<file path="src/hdl/tlds_pkg.sv">
package tlds_pkg;

    localparam int DATA_W    = 32;
    localparam int FRAC_BITS = 30;
    localparam int PROD_W    = 2 * DATA_W;
    localparam int DVD_W     = DATA_W + FRAC_BITS;
    localparam int ROOT_W    = DVD_W / 2;
    localparam int GEN_W     = 16;
    localparam int POP_W     = 24;
    localparam int RATE_W    = 30;
    localparam int CFG_W     = 30;
    localparam int CFG_IDX_W = 2;
    localparam int RF_AW     = 5;
    localparam int PC_W      = 6;
    localparam int IN_IDX_W  = 2;

    localparam logic [CFG_IDX_W-1:0] CFG_POP_SIZE    = CFG_IDX_W'(0);
    localparam logic [CFG_IDX_W-1:0] CFG_RECOMB_RATE = CFG_IDX_W'(1);
    localparam logic [CFG_IDX_W-1:0] CFG_GENERATIONS = CFG_IDX_W'(2);

    localparam logic [POP_W-1:0]  POP_SIZE_RST    = POP_W'(1000);
    localparam logic [RATE_W-1:0] RECOMB_RATE_RST = '0;
    localparam logic [GEN_W-1:0]  GENERATIONS_RST = GEN_W'(1);
    localparam logic [GEN_W-1:0]  GEN_MAX         = '1;

    localparam logic signed [DATA_W-1:0] Q_ONE = DATA_W'(64'd1 << FRAC_BITS);
    localparam logic signed [DATA_W-1:0] S_MAX = {1'b0, {(DATA_W-1){1'b1}}};
    localparam logic signed [DATA_W-1:0] S_MIN = {1'b1, {(DATA_W-1){1'b0}}};
    localparam logic signed [PROD_W-1:0] S_MAX_W = PROD_W'(S_MAX);
    localparam logic signed [PROD_W-1:0] S_MIN_W = PROD_W'(S_MIN);

    // register file slots; the last three read as constants
    typedef enum logic [RF_AW-1:0] {
        R_P0, R_P1, R_P2, R_P3, R_U0, R_U1, R_U2,
        R_M0, R_M1, R_M2, R_SD0, R_SD1, R_SD2,
        R_A, R_B, R_C, R_K20, R_K21, R_K30, R_K31, R_K32,
        R_T0, R_T1, R_T2, R_ONE, R_REC, R_ZERO
    } rf_idx_t;

    typedef enum logic [2:0] {
        OP_MUL, OP_ADD, OP_SUB, OP_NEG, OP_TAIL, OP_DIV, OP_SDV, OP_SQRT
    } uop_op_t;

    typedef struct packed {
        uop_op_t op;
        rf_idx_t dst;
        rf_idx_t sa;
        rf_idx_t sb;
        rf_idx_t sc;
    } uop_t;

    typedef enum logic [3:0] {
        ST_IDLE, ST_IN_WR, ST_FETCH_A, ST_FETCH_B, ST_FETCH_C, ST_CAP_C,
        ST_RUN, ST_WAIT, ST_WB, ST_FINISH, ST_OUT
    } ctrl_state_t;

    typedef struct packed {
        logic                 capture;
        logic                 in_wr;
        logic [IN_IDX_W-1:0]  in_idx;
        rf_idx_t              raddr;
        logic                 cap_a;
        logic                 cap_b;
        logic                 cap_c;
        logic                 run;
        logic                 wb;
        uop_op_t              op;
        rf_idx_t              dst;
        logic                 finish;
    } dp_cmd_t;

    typedef struct packed {
        logic is_step;
        logic unit_busy;
    } dp_stat_t;

    typedef struct packed {
        logic                      command;
        logic signed [DATA_W-1:0]  init_freq_0;
        logic signed [DATA_W-1:0]  init_freq_1;
        logic signed [DATA_W-1:0]  init_freq_2;
        logic signed [DATA_W-1:0]  init_freq_3;
        logic signed [DATA_W-1:0]  uniform_0;
        logic signed [DATA_W-1:0]  uniform_1;
        logic signed [DATA_W-1:0]  uniform_2;
    } in_item_t;

    typedef struct packed {
        logic signed [DATA_W-1:0]  freq_0;
        logic signed [DATA_W-1:0]  freq_1;
        logic signed [DATA_W-1:0]  freq_2;
        logic signed [DATA_W-1:0]  freq_3;
        logic [GEN_W-1:0]          generation;
        logic                      run_done;
        logic                      numeric_error;
    } out_item_t;

    localparam logic [PC_W-1:0] UC_LAST = PC_W'(56);

    function automatic logic signed [DATA_W-1:0] sat_q(input logic signed [PROD_W-1:0] x);
        logic signed [DATA_W-1:0] r;
        if (x > S_MAX_W) begin
            r = S_MAX;
        end else if (x < S_MIN_W) begin
            r = S_MIN;
        end else begin
            r = DATA_W'(x);
        end
        return r;
    endfunction

    // one generation: recombination, drift coefficients, drift update
    function automatic uop_t ucode(input logic [PC_W-1:0] pc);
        uop_t u;
        unique case (pc)
            6'd0:  u = '{OP_MUL,  R_T0,  R_P0,  R_P3,  R_ZERO};
            6'd1:  u = '{OP_MUL,  R_T1,  R_P1,  R_P2,  R_ZERO};
            6'd2:  u = '{OP_SUB,  R_T0,  R_T0,  R_T1,  R_ZERO};
            6'd3:  u = '{OP_MUL,  R_T0,  R_REC, R_T0,  R_ZERO};
            6'd4:  u = '{OP_SUB,  R_P0,  R_P0,  R_T0,  R_ZERO};
            6'd5:  u = '{OP_ADD,  R_P1,  R_P1,  R_T0,  R_ZERO};
            6'd6:  u = '{OP_ADD,  R_P2,  R_P2,  R_T0,  R_ZERO};
            6'd7:  u = '{OP_SUB,  R_P3,  R_P3,  R_T0,  R_ZERO};
            6'd8:  u = '{OP_SUB,  R_M0,  R_ONE, R_P0,  R_ZERO};
            6'd9:  u = '{OP_SUB,  R_M1,  R_ONE, R_P1,  R_ZERO};
            6'd10: u = '{OP_SUB,  R_M2,  R_ONE, R_P2,  R_ZERO};
            6'd11: u = '{OP_MUL,  R_T0,  R_P0,  R_M0,  R_ZERO};
            6'd12: u = '{OP_SDV,  R_T0,  R_T0,  R_ZERO, R_ZERO};
            6'd13: u = '{OP_SQRT, R_SD0, R_T0,  R_ZERO, R_ZERO};
            6'd14: u = '{OP_MUL,  R_T0,  R_P1,  R_M1,  R_ZERO};
            6'd15: u = '{OP_SDV,  R_T0,  R_T0,  R_ZERO, R_ZERO};
            6'd16: u = '{OP_SQRT, R_SD1, R_T0,  R_ZERO, R_ZERO};
            6'd17: u = '{OP_MUL,  R_T0,  R_P2,  R_M2,  R_ZERO};
            6'd18: u = '{OP_SDV,  R_T0,  R_T0,  R_ZERO, R_ZERO};
            6'd19: u = '{OP_SQRT, R_SD2, R_T0,  R_ZERO, R_ZERO};
            6'd20: u = '{OP_MUL,  R_T0,  R_P0,  R_P1,  R_ZERO};
            6'd21: u = '{OP_MUL,  R_T1,  R_M0,  R_M1,  R_ZERO};
            6'd22: u = '{OP_DIV,  R_A,   R_T0,  R_T1,  R_ZERO};
            6'd23: u = '{OP_SQRT, R_T0,  R_A,   R_ZERO, R_ZERO};
            6'd24: u = '{OP_NEG,  R_K20, R_T0,  R_ZERO, R_ZERO};
            6'd25: u = '{OP_SUB,  R_T0,  R_ONE, R_A,   R_ZERO};
            6'd26: u = '{OP_SQRT, R_K21, R_T0,  R_ZERO, R_ZERO};
            6'd27: u = '{OP_MUL,  R_T0,  R_P0,  R_P2,  R_ZERO};
            6'd28: u = '{OP_MUL,  R_T1,  R_M0,  R_M2,  R_ZERO};
            6'd29: u = '{OP_DIV,  R_B,   R_T0,  R_T1,  R_ZERO};
            6'd30: u = '{OP_MUL,  R_T0,  R_P1,  R_P2,  R_ZERO};
            6'd31: u = '{OP_MUL,  R_T1,  R_M1,  R_M2,  R_ZERO};
            6'd32: u = '{OP_DIV,  R_C,   R_T0,  R_T1,  R_ZERO};
            6'd33: u = '{OP_SQRT, R_T0,  R_B,   R_ZERO, R_ZERO};
            6'd34: u = '{OP_NEG,  R_K30, R_T0,  R_ZERO, R_ZERO};
            6'd35: u = '{OP_SQRT, R_T0,  R_C,   R_ZERO, R_ZERO};
            6'd36: u = '{OP_DIV,  R_T0,  R_T0,  R_M0,  R_ZERO};
            6'd37: u = '{OP_NEG,  R_K31, R_T0,  R_ZERO, R_ZERO};
            6'd38: u = '{OP_MUL,  R_T1,  R_M0,  R_M0,  R_ZERO};
            6'd39: u = '{OP_DIV,  R_T1,  R_C,   R_T1,  R_ZERO};
            6'd40: u = '{OP_SUB,  R_T0,  R_ONE, R_B,   R_ZERO};
            6'd41: u = '{OP_SUB,  R_T0,  R_T0,  R_T1,  R_ZERO};
            6'd42: u = '{OP_SQRT, R_K32, R_T0,  R_ZERO, R_ZERO};
            6'd43: u = '{OP_MUL,  R_T0,  R_SD0, R_U0,  R_ZERO};
            6'd44: u = '{OP_ADD,  R_P0,  R_P0,  R_T0,  R_ZERO};
            6'd45: u = '{OP_MUL,  R_T0,  R_K20, R_U0,  R_ZERO};
            6'd46: u = '{OP_MUL,  R_T1,  R_K21, R_U1,  R_ZERO};
            6'd47: u = '{OP_ADD,  R_T0,  R_T0,  R_T1,  R_ZERO};
            6'd48: u = '{OP_MUL,  R_T0,  R_SD1, R_T0,  R_ZERO};
            6'd49: u = '{OP_ADD,  R_P1,  R_P1,  R_T0,  R_ZERO};
            6'd50: u = '{OP_MUL,  R_T0,  R_K30, R_U0,  R_ZERO};
            6'd51: u = '{OP_MUL,  R_T1,  R_K31, R_U1,  R_ZERO};
            6'd52: u = '{OP_MUL,  R_T2,  R_K32, R_U2,  R_ZERO};
            6'd53: u = '{OP_ADD,  R_T0,  R_T0,  R_T1,  R_T2};
            6'd54: u = '{OP_MUL,  R_T0,  R_SD2, R_T0,  R_ZERO};
            6'd55: u = '{OP_ADD,  R_P2,  R_P2,  R_T0,  R_ZERO};
            6'd56: u = '{OP_TAIL, R_P3,  R_P0,  R_P1,  R_P2};
            default: u = '{OP_ADD, R_T2, R_ZERO, R_ZERO, R_ZERO};
        endcase
        return u;
    endfunction

endpackage

</file>
<file path="src/hdl/tlds_ctrl.sv">
module tlds_ctrl (
    input  logic                  aclk,
    input  logic                  aresetn,
    input  logic                  s_valid,
    output logic                  s_ready,
    output logic                  m_valid,
    input  logic                  m_ready,
    input  tlds_pkg::dp_stat_t    stat,
    output tlds_pkg::dp_cmd_t     cmd
);
    import tlds_pkg::*;

    ctrl_state_t           state_reg, state_next;
    logic [PC_W-1:0]       pc_reg, pc_next;
    logic [IN_IDX_W-1:0]   idx_reg, idx_next;
    uop_t                  uop;
    logic                  in_last;

    assign uop     = ucode(pc_reg);
    assign in_last = (idx_reg == (stat.is_step ? IN_IDX_W'(2) : IN_IDX_W'(3)));

    always_comb begin
        state_next = state_reg;
        pc_next    = pc_reg;
        idx_next   = idx_reg;
        s_ready    = 1'b0;
        m_valid    = 1'b0;
        cmd        = '0;
        cmd.op     = uop.op;
        cmd.dst    = uop.dst;
        cmd.raddr  = R_ZERO;
        cmd.in_idx = idx_reg;
        unique case (state_reg)
            ST_IDLE: begin
                s_ready = 1'b1;
                if (s_valid) begin
                    cmd.capture = 1'b1;
                    idx_next    = '0;
                    state_next  = ST_IN_WR;
                end
            end
            ST_IN_WR: begin
                cmd.in_wr = 1'b1;
                if (in_last) begin
                    pc_next    = '0;
                    state_next = stat.is_step ? ST_FETCH_A : ST_FINISH;
                end else begin
                    idx_next = idx_reg + 1'b1;
                end
            end
            ST_FETCH_A: begin
                cmd.raddr  = uop.sa;
                state_next = ST_FETCH_B;
            end
            ST_FETCH_B: begin
                cmd.cap_a  = 1'b1;
                cmd.raddr  = uop.sb;
                state_next = ST_FETCH_C;
            end
            ST_FETCH_C: begin
                cmd.cap_b  = 1'b1;
                cmd.raddr  = uop.sc;
                state_next = ST_CAP_C;
            end
            ST_CAP_C: begin
                cmd.cap_c  = 1'b1;
                state_next = ST_RUN;
            end
            ST_RUN: begin
                cmd.run = 1'b1;
                if (uop.op == OP_DIV || uop.op == OP_SDV || uop.op == OP_SQRT) begin
                    state_next = ST_WAIT;
                end else begin
                    state_next = ST_WB;
                end
            end
            ST_WAIT: begin
                if (!stat.unit_busy) begin
                    state_next = ST_WB;
                end
            end
            ST_WB: begin
                cmd.wb = 1'b1;
                if (pc_reg == UC_LAST) begin
                    state_next = ST_FINISH;
                end else begin
                    pc_next    = pc_reg + 1'b1;
                    state_next = ST_FETCH_A;
                end
            end
            ST_FINISH: begin
                cmd.finish = 1'b1;
                state_next = ST_OUT;
            end
            ST_OUT: begin
                m_valid = 1'b1;
                if (m_ready) begin
                    state_next = ST_IDLE;
                end
            end
            default: state_next = ST_IDLE;
        endcase
    end

    always_ff @(posedge aclk) begin
        if (!aresetn) begin
            state_reg <= ST_IDLE;
            pc_reg    <= '0;
            idx_reg   <= '0;
        end else begin
            state_reg <= state_next;
            pc_reg    <= pc_next;
            idx_reg   <= idx_next;
        end
    end

endmodule

</file>
<file path="config.mk">
export PLATFORM = sky130hd
export DESIGN_NAME = tlds_ctrl
export DESIGN_NICKNAME = d
export VERILOG_FILES = /design/src/hdl/tlds_pkg.sv /design/src/hdl/tlds_ctrl.sv
export SDC_FILE = /design/constraint.sdc
export NUM_CORES = 1
export LEC_CHECK = 0
export ABC_AREA = 1
export BUFFER_PORTS_ARGS = -buffer_cell sky130_fd_sc_hd__buf_4
export CORE_UTILIZATION = 39
export CTS_BUF_LIST = sky130_fd_sc_hd__clkbuf_8 sky130_fd_sc_hd__clkbuf_16
export DETAILED_ROUTE_END_ITERATION = 6
export PLACE_DENSITY = 0.58
export REMOVE_ABC_BUFFERS = 1
export SKIP_LAST_GASP = 1
export SLEW_MARGIN = 0
export SYNTH_ARGS = -nofsm -noshare
export SYNTH_HDL_FRONTEND = slang
export SYNTH_SLANG_ARGS = --single-unit
</file>
<file path="constraint.sdc">
create_clock -name aclk -period 5.4 [get_ports aclk]
set_clock_uncertainty 0.2 [all_clocks]
set_input_delay 0.81 -clock aclk [delete_from_list [all_inputs] [get_ports aclk]]
set_output_delay 0.81 -clock aclk [all_outputs]
set_load 0.1 [all_outputs]
</file>
# Word-level counts from Yosys, hierarchy flattened
# Memories as Yosys holds them, arrays and structs flattened. A register that Yosys moved wholly into a read port is not among the register bits.
# Cells that the tools add are included.
# word_totals
register_bits	12
inputBits	6
romBits	1408
ram_bits	0
elab_cells	64
out_inout_bits	25
latchBits	0
n_memories	1
# op_classes
n_eq_ne	21
n_reduce_logical	8
n_bitwise	0
n_mux	29
n_mul	0
div	0
order_cmp	0
shifts	0
add_sub_neg	2
# mem_list
memory	words	width	read_ports	rd_ports_with_merged_regs	wr	line	source
(name not given)	64	22	1	1	0	tlds_pkg.sv:115	unique case (pc)
# ops
op	n
4-bit one-hot mux with 11 select lines	1
4-bit two-way mux	7
6-bit two-way mux	4
4-bit by 3-bit == test with 1-bit output, second input constant	4
5-bit one-hot mux with 3 select lines	1
4-bit == test, second input constant	3
1-bit two-way mux	12
2-bit != test, second input constant	6
6-bit one-hot mux with 2 select lines	1
3-bit == test, second input constant	3
4-bit by 2-bit == test with 1-bit output, second input constant	2
6-bit by 1-bit adder with 6-bit output, second input constant	1
6-bit == test, second input constant	1
3-bit AND reduction	2
4-bit by 1-bit == test with 1-bit output, second input constant	1
4-bit logical NOT	1
2-bit two-way mux	2
2-bit one-hot mux with 2 select lines	1
4-bit AND reduction	1
2-bit nonzero test	2
2-bit by 1-bit adder with 2-bit output, second input constant	1
2-bit == test	1
1-bit logical OR	2

# Logic depth before layout (Yosys ltp)
# Gate-level depths: netlist (run 1).
# logic_depth
ltp_word	6
depth_mapped	21
mapped_depth_nobuf	21

# Worst setup path before layout (run 1)
# No wires, ideal clock.
# synth_timing
kind	flip-flop to output port
from	reg state_reg[3]
to	out cmd[17] (netlist bit)
required_time_ns	4.390
setup_slack_ns	1.092
stages_incl_launch_ff	7
arrival_ns	3.298
path_buffers	0
path_cell_list	dfxtp_1 -> nor2_1 -> inv_1 -> nor2_1 -> nor2_1 -> o21ai_0 -> nand4_1
# synth_rtl
item	line	source
start: declaration	tlds_ctrl.sv:13	ctrl_state_t state_reg, state_next;
start signal: assignment	tlds_ctrl.sv:111	state_reg <= state_next;
end: declaration	tlds_ctrl.sv:9	output tlds_pkg::dp_cmd_t cmd

# Final worst setup path (run 1)
# layout_timing
from	reg pc_reg[0]
to	reg, netlist name uop[14]
# layout_between
elab_chain_len	5
elab_cells_between_ends	8
classes_between	1 x add/sub; 2 x eq/ne; 4 x mux; 1 x reduce/logical
# layout_lines
item	line	source
start: declaration	tlds_ctrl.sv:14	logic [PC_W-1:0] pc_reg, pc_next;
start signal: assignment	tlds_ctrl.sv:112	pc_reg <= pc_next;
6-bit by 1-bit adder with 6-bit output / 6-bit == test (equally long branches)	tlds_ctrl.sv:87, tlds_ctrl.sv:84	
6-bit two-way mux / 2-bit != test (equally long branches)	-	
6-bit one-hot mux with 2 select lines / 3-bit AND reduction (equally long branches)	-	
6-bit two-way mux (no line) * (2 in a row)	-	
# Mark *: on every way between the ends. The rest lies on a longest branch, timed or not. The select of a mux whose other input is x is not followed.
# A chain may end at the register's enable or synchronous reset.

==> reports/metrics.yaml, run 1 <==
cp_max_fo: 10
cts_root_buf: "clkbuf_8"
ant_nets: 0
synthMuxAreaShare: 0
yosysTopAreaCell: "nand2_1"
cp_cell_sequence: "inv_1 > ha_1 > inv_1 > nor2_1 > nand2_1 > nand2_2 > nand2_4 > nand2_4 > nand2_1 > nand3_1 > inv_1 > ha_1 > inv_1 > nand4_1 > nand2_1 > nand2_1 > nand2_1 > nand2_1 > nand2_1 > nand2_1 > nand2_1"
cts_tree: "yes"
synth.avg_cell_area_um2: 5.80
clock-sinks: 33
synthTopCellsByArea: "nand2_1, dfxtp_1, nand3_1, inv_1, ha_1"
setup-tns-final_ns: 0
global_route.overflow_total: 0
synthTopCellsByCount: "nand2_1, nand3_1, inv_1, nor2_1, dfxtp_1"
crit_family: "simple AND/OR/NAND/NOR gates"
initial_core_util: 0.403
synth_top_area_frac: 0.230
wl_per_cell_um: 15.6
htree_num_levels: 2
powerDensity_mw_per_mm2: 670
power.total_mw: 2.26
largest_register_ffs: 21
slew-limit-headroom: 0.594
netlist_area_mm2: 0.00312
synth.most_common_cell: "nand2_1"
crit_arrival_ns: 3.67
ys_seq_area_frac: 0.212
diodes: 0
num_vias: 3605
grt_pass1_vias: 3252
grt_pass1_wl_mm: 16.4
setup.worst_path.start_class: "flip-flop"
dpl.hpwl_mm: 7.51
end_kind: "flip-flop"
finalWirelength_mm: 10.2
syn2layout_area_growth_pct: 8.39
fin_util: 0.437
antenna_found_initial: 0
finalMaxSlewViolations: 0
p_leak_nw: 1.80
ys_ff_latch: 33
first_pass_iters: 7
required_ns: 5.37
synth_top_family_by_area: "simple AND/OR/NAND/NOR gates"
viasPerCell: 5.54
final-instance-count-excl-fill: 651
cpMaxStageDelayCell: "dfxtp_1"
cpPeakStageDelay_ns: 0.46
synth_ff_type: "dfxtp_1"
first_iter_violations: 469
grt_use_total: 0.249
num_rows: 32
worst_pin_slew_ns: 0.607
grt_max_degree: 42
crit_buf_inv: 4
die_h_um: 91.4
netlist_instances: 537
cts_resized: 0
hold_path_class: "reg -> reg"
fill_cells: 820
die_area_mm2: 0.00835
coreArea_mm2: 0.00773
portBuffers: 30
worst_path_most_repeated_cell: "nand2_1"
synth-compound-area-share: 0.0928
placed_cells: 643
clkTransAtPathRegs_ns: 0.07
setup_viol_count_final: 0
drcViolationCount: 0
fmax_mhz: 271
cts.path.max_buffers: 2
grt_setup_unrepaired: "false"
synth_edf_count: 0
post_cts_buffers: 0
yosys.area_share.simple: 0.513
cap_viol_max_count: 0
synth_xor_area_frac: 0
peakVddDrop_v: 0.000161
nets: 568
gp_routability_congestion: 0.967
insertion_delay_ns: 0.30
synth.yosys.warnings: 0
die_x_um: 91.4
drive_above_1_share: 0.133
status: "completed"
async_reset_ff_frac: 0
yosysUniqueCellTypes: 32
critical_path_class: "reg -> reg"
finalCriticalPeriod_ns: 3.70
hold_violations: 0
io_pins: 31
synthAdderAreaFrac: 0.0562
numCtsBuffers: 5
cts_hold_buf: 0
period_share: 0.685
[layout make-up]
class	instances	area, µm²	share of cell area
Clock buffer	5	68.8	0.0204
Inverter	55	206	0.0611
Multi-Input combinational cell	422	2060	0.611
Clock inverter	3	17.5	0.00519
Tap cell	102	128	0.0378
Sequential cell	33	661	0.196
Timing Repair Buffer	31	233	0.0689
[cells in the final DEF, fill, tap and decap left out, drive strengths merged, types with 2 or more instances in the layout]
cell type	count
nand2	207
nand3	79
inv	55
nor2	48
dfxtp	33
buf	31
a21oi	22
o21ai	21
ha	14
nand4	11
nor3	6
clkbuf	5
nand3b	3
a31oi	3
o211ai	2
clkinv	2
[routing by layer]
metal  share of wire  GRT usage
met1            0.44      0.339
met2            0.42      0.381
met3            0.11     0.0444
met4           0.033      0.110
met5               0          0
[path summary, 6_finish.rpt]
kind / slack [ns] / endpoint / startpoint / cells after the start
worst max-delay path: 1.70 / uop[14] / pc_reg[0] / 21
worst min-delay path: 0.35 / idx_reg[1] / idx_reg[0] / 2
worst max register to register: 1.70 / uop[14] / pc_reg[0] / 21
worst min register to register: 0.35 / idx_reg[1] / idx_reg[0] / 2
[stage by stage]
| step | hold WS (ns) | worst slack, ns | instance area (µm²) |
|---|---|---|---|
| 6_report | 0.351 | 1.70 | 3380 |
| 3_5_place_dp | 0.341 | 1.62 | 3290 |
| 2_1_floorplan | 0.436 | 1.09 | 2930 |
| 4_1_cts | 0.352 | 1.82 | 3380 |
| 5_1_grt | 0.413 | 1.50 | 3380 |
| 3_3_place_gp | 0.343 | 1.55 | 3290 |
[cells by family after synthesis]
family,Yosys count
DFF,33
adders and majority gates,14
AOI/OAI and AO/OA,53
buffers and inverters,82
and+or+nand+nor,355
[worst register-to-register path, delay by kind of cell (launching register included)]
family,cells,cell delay (ns)
simple gates,15,1.74
buf+inv,4,0.70
fa+ha+maj,2,0.51
flops,1,0.46
[power breakdown]
group	total [mW]	switching [mW]	leakage, nW	internal (mW)
combinational	1.69	1.27	1.48	0.421
clock	0.191	0.102	0.0439	0.0890
sequential	0.379	0.0540	0.271	0.325
No activity file was read; power rests on OpenSTA's default activity.
==> inputs of run 2 (changes only) <==
==> constraint.sdc (replaced) <==
create_clock -name aclk -period 3.67 [get_ports aclk]
set_clock_uncertainty 0.2 [all_clocks]
set_input_delay 0.5505 -clock aclk [delete_from_list [all_inputs] [get_ports aclk]]
set_output_delay 0.5505 -clock aclk [all_outputs]
set_load 0.1 [all_outputs]
==> run 2 against run 1 <==
Clock power grew 120%. Fmax grew 11%. Non-clock buffer count grew 8. Worst hold slack gained 0.010 ns. Via count shrank 0.39%. Register-to-register slack lost 1.4 ns. Total power grew 57%. First-iteration DRC count grew 33%. Critical path depth shrank 1. Worst setup slack lost 1.4 ns. Sequential share of layout area shrank 0.60 points. Sequential power grew 45%. Critical path type unchanged.
==> reports/metrics.yaml, run 2 (synthesis results as in run 1) <==
largest_register_ffs: 21  # unchanged
peakVddDrop_v: 0.000323  # +100%
syn2layout_area_growth_pct: 11.8
hold_path_class: "reg -> reg"
clock-sinks: 33  # unchanged
crit_arrival_ns: 3.36  # -0.31 ns
cp_max_fo: 10  # unchanged
wl_per_cell_um: 16.0  # +2.3%
hold_violations: 0  # unchanged
first_pass_iters: 6  # -1
setup_viol_count_final: 0  # unchanged
numCtsBuffers: 5  # unchanged
powerDensity_mw_per_mm2: 1020  # +52%
first_iter_violations: 625  # +33%
gr-usage-met2: 0.409  # +0.0282
coreArea_mm2: 0.00773  # unchanged
cpMaxStageDelayCell: "ha_1"
power.total_mw: 3.54  # +57%
initial_core_util: 0.403  # unchanged
drive_above_1_share: 0.145  # +0.0125
grt_use_total: 0.261  # +0.0121
cp_cell_sequence: "inv_1 > ha_1 > inv_1 > nor2_1 > nand2_1 > nand2_2 > nand2_4 > nand2_4 > nand2_1 > nand3_1 > ha_1 > inv_1 > nand4_1 > nand2_1 > nand2_1 > nand2_1 > nand2_1 > nand2_1 > nand2_1 > nand2_1"
finalMaxSlewViolations: 0  # unchanged
portBuffers: 30  # unchanged
cpPeakStageDelay_ns: 0.46  # about the same
diodes: 0  # unchanged
finalCriticalPeriod_ns: 3.33  # -0.365 ns
required_ns: 3.70  # -1.67 ns
cts_hold_buf: 0  # unchanged
grt_setup_unrepaired: "false"
p_leak_nw: 1.86  # +3.5%
crit_family: "simple AND/OR/NAND/NOR gates"
pre_cts_ws_ns: 0.393  # -1.23 ns
drcViolationCount: 0  # unchanged
htree_num_levels: 2  # unchanged
slew-limit-headroom: 0.620  # +0.0262
ant_nets: 0  # unchanged
cts.path.max_buffers: 2  # unchanged
die_area_mm2: 0.00835  # unchanged
finalWirelength_mm: 10.5  # +3.5%
nets: 576  # +1.4%
insertion_delay_ns: 0.30  # about the same
io_pins: 31  # unchanged
busiest_layer: "met2"
cts_root_buf: "clkbuf_8"
worst_path_most_repeated_cell: "nand2_1"
die_h_um: 91.4  # unchanged
grt.met3_usage: 0.0561  # +0.0117
end_kind: "flip-flop"
fin_util: 0.451  # +0.0139
status: "completed"
placed_area_mm2: 0.00335  # +1.8%
viasPerCell: 5.45  # -1.6%
grt_pass1_vias: 3322  # +2.2%
global_route.overflow_total: 0  # unchanged
cts_resized: 0  # unchanged
worst_pin_slew_ns: 0.567  # -0.0400 ns
finalInstanceArea_mm2: 0.00348  # +3.2%
grt_use_met1: 0.344  # +0.00560
crit_buf_inv: 3  # -1
cap_viol_max_count: 0  # unchanged
cts_tree: "yes"
antenna_found_initial: 0  # unchanged
grt_pass1_wl_mm: 17.1  # +3.8%
fin_ws_ns: 0.339  # -1.36 ns
num_rows: 32  # unchanged
period_share: 0.908  # +0.223
placed_cells: 651  # +1.2%
grt_max_degree: 27  # -36%
die_x_um: 91.4  # unchanged
num_vias: 3591  # -0.39%
mostFrequentLayoutCell: "nand2_1"
clkTransAtPathRegs_ns: 0.07  # about the same
critical_path_class: "reg -> reg"
setup.worst_path.start_class: "flip-flop"
fmax_mhz: 300  # +11%
gp_routability_congestion: 0.985  # +1.9%
final-instance-count-excl-fill: 659  # +1.2%
dpl.hpwl_mm: 7.85  # +4.5%
post_cts_buffers: 0  # unchanged
layout_common_cells: "nand2_1, nand3_1, inv_1"
run 2: cell count changes in the layout (fill, tap and decap cells not counted), sizes merged:
cell	change
clkinv	-1
clkinvlp	-1
buf	+8
bufinv	+2
run 2: layout make-up:
class / instances / area [µm²]
clock buffer: 5 / 68.8
timing repair buffer: 39 / 293
sequential: 33 / 661
inverter: 55 / 206
fill: 849 / 4240
multi-input combinational: 422 / 2060
tap: 102 / 128
clock inverter: 3 / 65.1
run 2: worst reg2reg max path, delay by kind of cell (launching register included):
kind / cells / cell delay (ns)
fa+ha+maj: 2 / 0.67
flops: 1 / 0.43
simple gates: 15 / 1.72
buf+inv: 3 / 0.30
run 2: path summary, 6_finish.rpt:
check,from,endpoint,slack [ns],cells past startpoint
worst max-delay path,pc_reg[0],uop[21],0.34,20
worst max register to register,pc_reg[0],uop[21],0.34,20
worst min register to register,idx_reg[0],idx_reg[1],0.36,2
worst min-delay path,idx_reg[0],idx_reg[1],0.36,2
run 2: metal layers:
layer,vias up,routed length [µm]
li1,1761,-
met1,1554,4480
met2,231,4560
met3,45,1100
met4,0,407
met5,-,0
run 2: metrics by stage:
step | TNS (ns) | hold WS [ns]
2_1_floorplan | -0.904 | 0.436
5_1_grt | 0 | 0.380
6_report | 0 | 0.362
3_5_place_dp | 0 | 0.358
4_1_cts | 0 | 0.366
3_3_place_gp | 0 | 0.348
run 2: power by group:
group | switching (mW) | internal (mW) | total [mW]
sequential | 0.0699 | 0.478 | 0.548
combinational | 1.92 | 0.658 | 2.57
clock | 0.149 | 0.270 | 0.419
==> inputs of run 3 (changes only) <==
--- a/config.mk
+++ b/config.mk
@@ -11,7 +11,6 @@
 export CTS_BUF_LIST = sky130_fd_sc_hd__clkbuf_8 sky130_fd_sc_hd__clkbuf_16
 export DETAILED_ROUTE_END_ITERATION = 6
 export PLACE_DENSITY = 0.58
-export REMOVE_ABC_BUFFERS = 1
 export SKIP_LAST_GASP = 1
 export SLEW_MARGIN = 0
 export SYNTH_ARGS = -nofsm -noshare
==> run 3 against run 2 <==
Flip-flop and latch count did not move. Register-to-register slack improved by 0.04 ns. Clock-buffer cell count did not move. Critical path type unchanged. Critical endpoint unchanged. Largest cell class unchanged.
==> reports/metrics.yaml, run 3 (synthesis results as in run 1) <==
status: "completed"
grt_use_total: 0.265  # +0.00360
die_h_um: 91.4  # unchanged
fmax_mhz: 304  # +1.4%
setup_viol_count_final: 0  # unchanged
numCtsBuffers: 5  # unchanged
nets: 575  # -0.17%
global_route.overflow_total: 0  # unchanged
crit_arrival_ns: 3.34  # -0.02 ns
powerDensity_mw_per_mm2: 1020  # +0.64%
grt_pass1_vias: 3406  # +2.5%
first_pass_iters: 5  # -1
setup.worst_path.start_class: "flip-flop"
finalCriticalPeriod_ns: 3.29  # -0.0444 ns
clkTransAtPathRegs_ns: 0.09  # +0.02 ns
critical_path_class: "reg -> reg"
hold_violations: 0  # unchanged
finalInstanceArea_mm2: 0.00348  # about the same
diodes: 0  # unchanged
setup-tns-final_ns: 0  # unchanged
wl_per_cell_um: 16.3  # +1.7%
cp_max_fo: 10  # unchanged
grt_setup_unrepaired: "false"
portBuffers: 30  # unchanged
die_area_mm2: 0.00835  # unchanged
cap_viol_max_count: 0  # unchanged
clock-sinks: 33  # unchanged
worst_pin_slew_ns: 0.579  # +0.0117 ns
die_x_um: 91.4  # unchanged
cts_resized: 0  # unchanged
syn_nets: 557
insertion_delay_ns: 0.30  # about the same
end_kind: "flip-flop"
peakVddDrop_v: 0.000369  # +14%
cts_hold_buf: 0  # unchanged
slew-limit-headroom: 0.614  # -0.00684
htree_num_levels: 2  # unchanged
mostFrequentLayoutCell: "nand2_1"
finalMaxSlewViolations: 0  # unchanged
initial_core_util: 0.403  # unchanged
first_iter_violations: 450  # -28%
gp_routability_congestion: 0.977  # -0.79%
viasPerCell: 5.48  # +0.54%
num_vias: 3605  # +0.39%
drcViolationCount: 0  # unchanged
required_ns: 3.73  # +0.03 ns
p_leak_nw: 1.85  # -0.27%
layout_common_cells: "nand2_1, nand3_1, inv_1"
dpl.hpwl_mm: 7.99  # +1.8%
syn2layout_area_growth_pct: 11.8  # about the same
ant_nets: 0  # unchanged
placed_area_mm2: 0.00335  # about the same
cts.path.max_buffers: 2  # unchanged
io_pins: 31  # unchanged
coreArea_mm2: 0.00773  # unchanged
grt_max_degree: 40  # +48%
cts_root_buf: "clkbuf_8"
grt_pass1_wl_mm: 17.4  # +1.8%
post_cts_buffers: 0  # unchanged
num_rows: 32  # unchanged
cts_tree: "yes"
hold_path_class: "reg -> reg"
period_share: 0.896  # -0.0121
fill_cells: 852  # +0.35%
largest_register_ffs: 21  # unchanged
finalWirelength_mm: 10.7  # +1.5%
drive_above_1_share: 0.147  # +0.00206
antenna_found_initial: 0  # unchanged
==> run 3: changes by cell type in the layout (fill, tap and decap cells not counted) <==
| cell | delta |
|---|---|
| buf_4 | -1 |
| nor2_2 | +2 |
| nor2_1 | -2 |
==> run 3: worst max-delay path, stage by stage, from the launching register on <==
cell,delay [ns]
dfxtp_1,0.44
inv_1,0.11
ha_1,0.20
inv_1,0.05
nor2_1,0.05
nand2_1,0.07
nand2_2,0.08
nand2_4,0.13
nand2_4,0.10
nand2_1,0.09
nand3_1,0.28
ha_1,0.46
inv_1,0.12
nand4_1,0.31
nand2_1,0.20
nand2_1,0.07
nand2_1,0.08
nand2_1,0.05
nand2_1,0.06
nand2_1,0.04
nand2_1,0.06
==> run 3: final timing paths <==
path / startpoint / to / slack, ns / cells past startpoint
min reg2reg: idx_reg[0] / idx_reg[1] / 0.36 / 2
max reg2reg: pc_reg[0] / uop[21] / 0.38 / 20
max: pc_reg[0] / uop[21] / 0.38 / 20
min: idx_reg[0] / idx_reg[1] / 0.36 / 2
==> run 3: metrics by stage <==
| step | std cells | util | setup WS (ns) | hold slack [ns] | power [mW] |
|---|---|---|---|---|---|
| 2_1_floorplan | 537 | - | 0.0727 | 0.457 | 2.56 |
| 3_5_place_dp | 650 | 0.433 | 0.410 | 0.349 | 3.07 |
| 4_1_cts | 658 | 0.451 | 0.428 | 0.362 | 3.50 |
| 6_report | 658 | 0.451 | 0.383 | 0.361 | 3.56 |
| 5_1_grt | 658 | 0.451 | 0.199 | 0.382 | 3.82 |
| 3_3_place_gp | 650 | 0.433 | 0.452 | 0.346 | 3.13 |
==> run 3: report_power, final <==
part | switching [mW] | total [mW] | internal, mW
Sequential | 0.0685 | 0.546 | 0.478
Combinational | 1.93 | 2.59 | 0.660
Clock | 0.154 | 0.424 | 0.270
==> run 3: layout make-up <==
cell class	instances	area [µm²]	share of cell area
clock buffer	5	68.8	0.0198
clock inverter	3	65.1	0.0187
inverter	55	206	0.0593
multi-input combinational	422	2070	0.594
sequential	33	661	0.190
tap	102	128	0.0367
timing repair buffer	38	285	0.0819
==> run 3: metal layers <==
layer	vias up	GRT usage	wire length, µm
li1	1753	-	-
met5	-	0	0
met3	37	0.0436	904
met1	1625	0.367	4830
met4	0	0.101	340
met2	190	0.406	4630
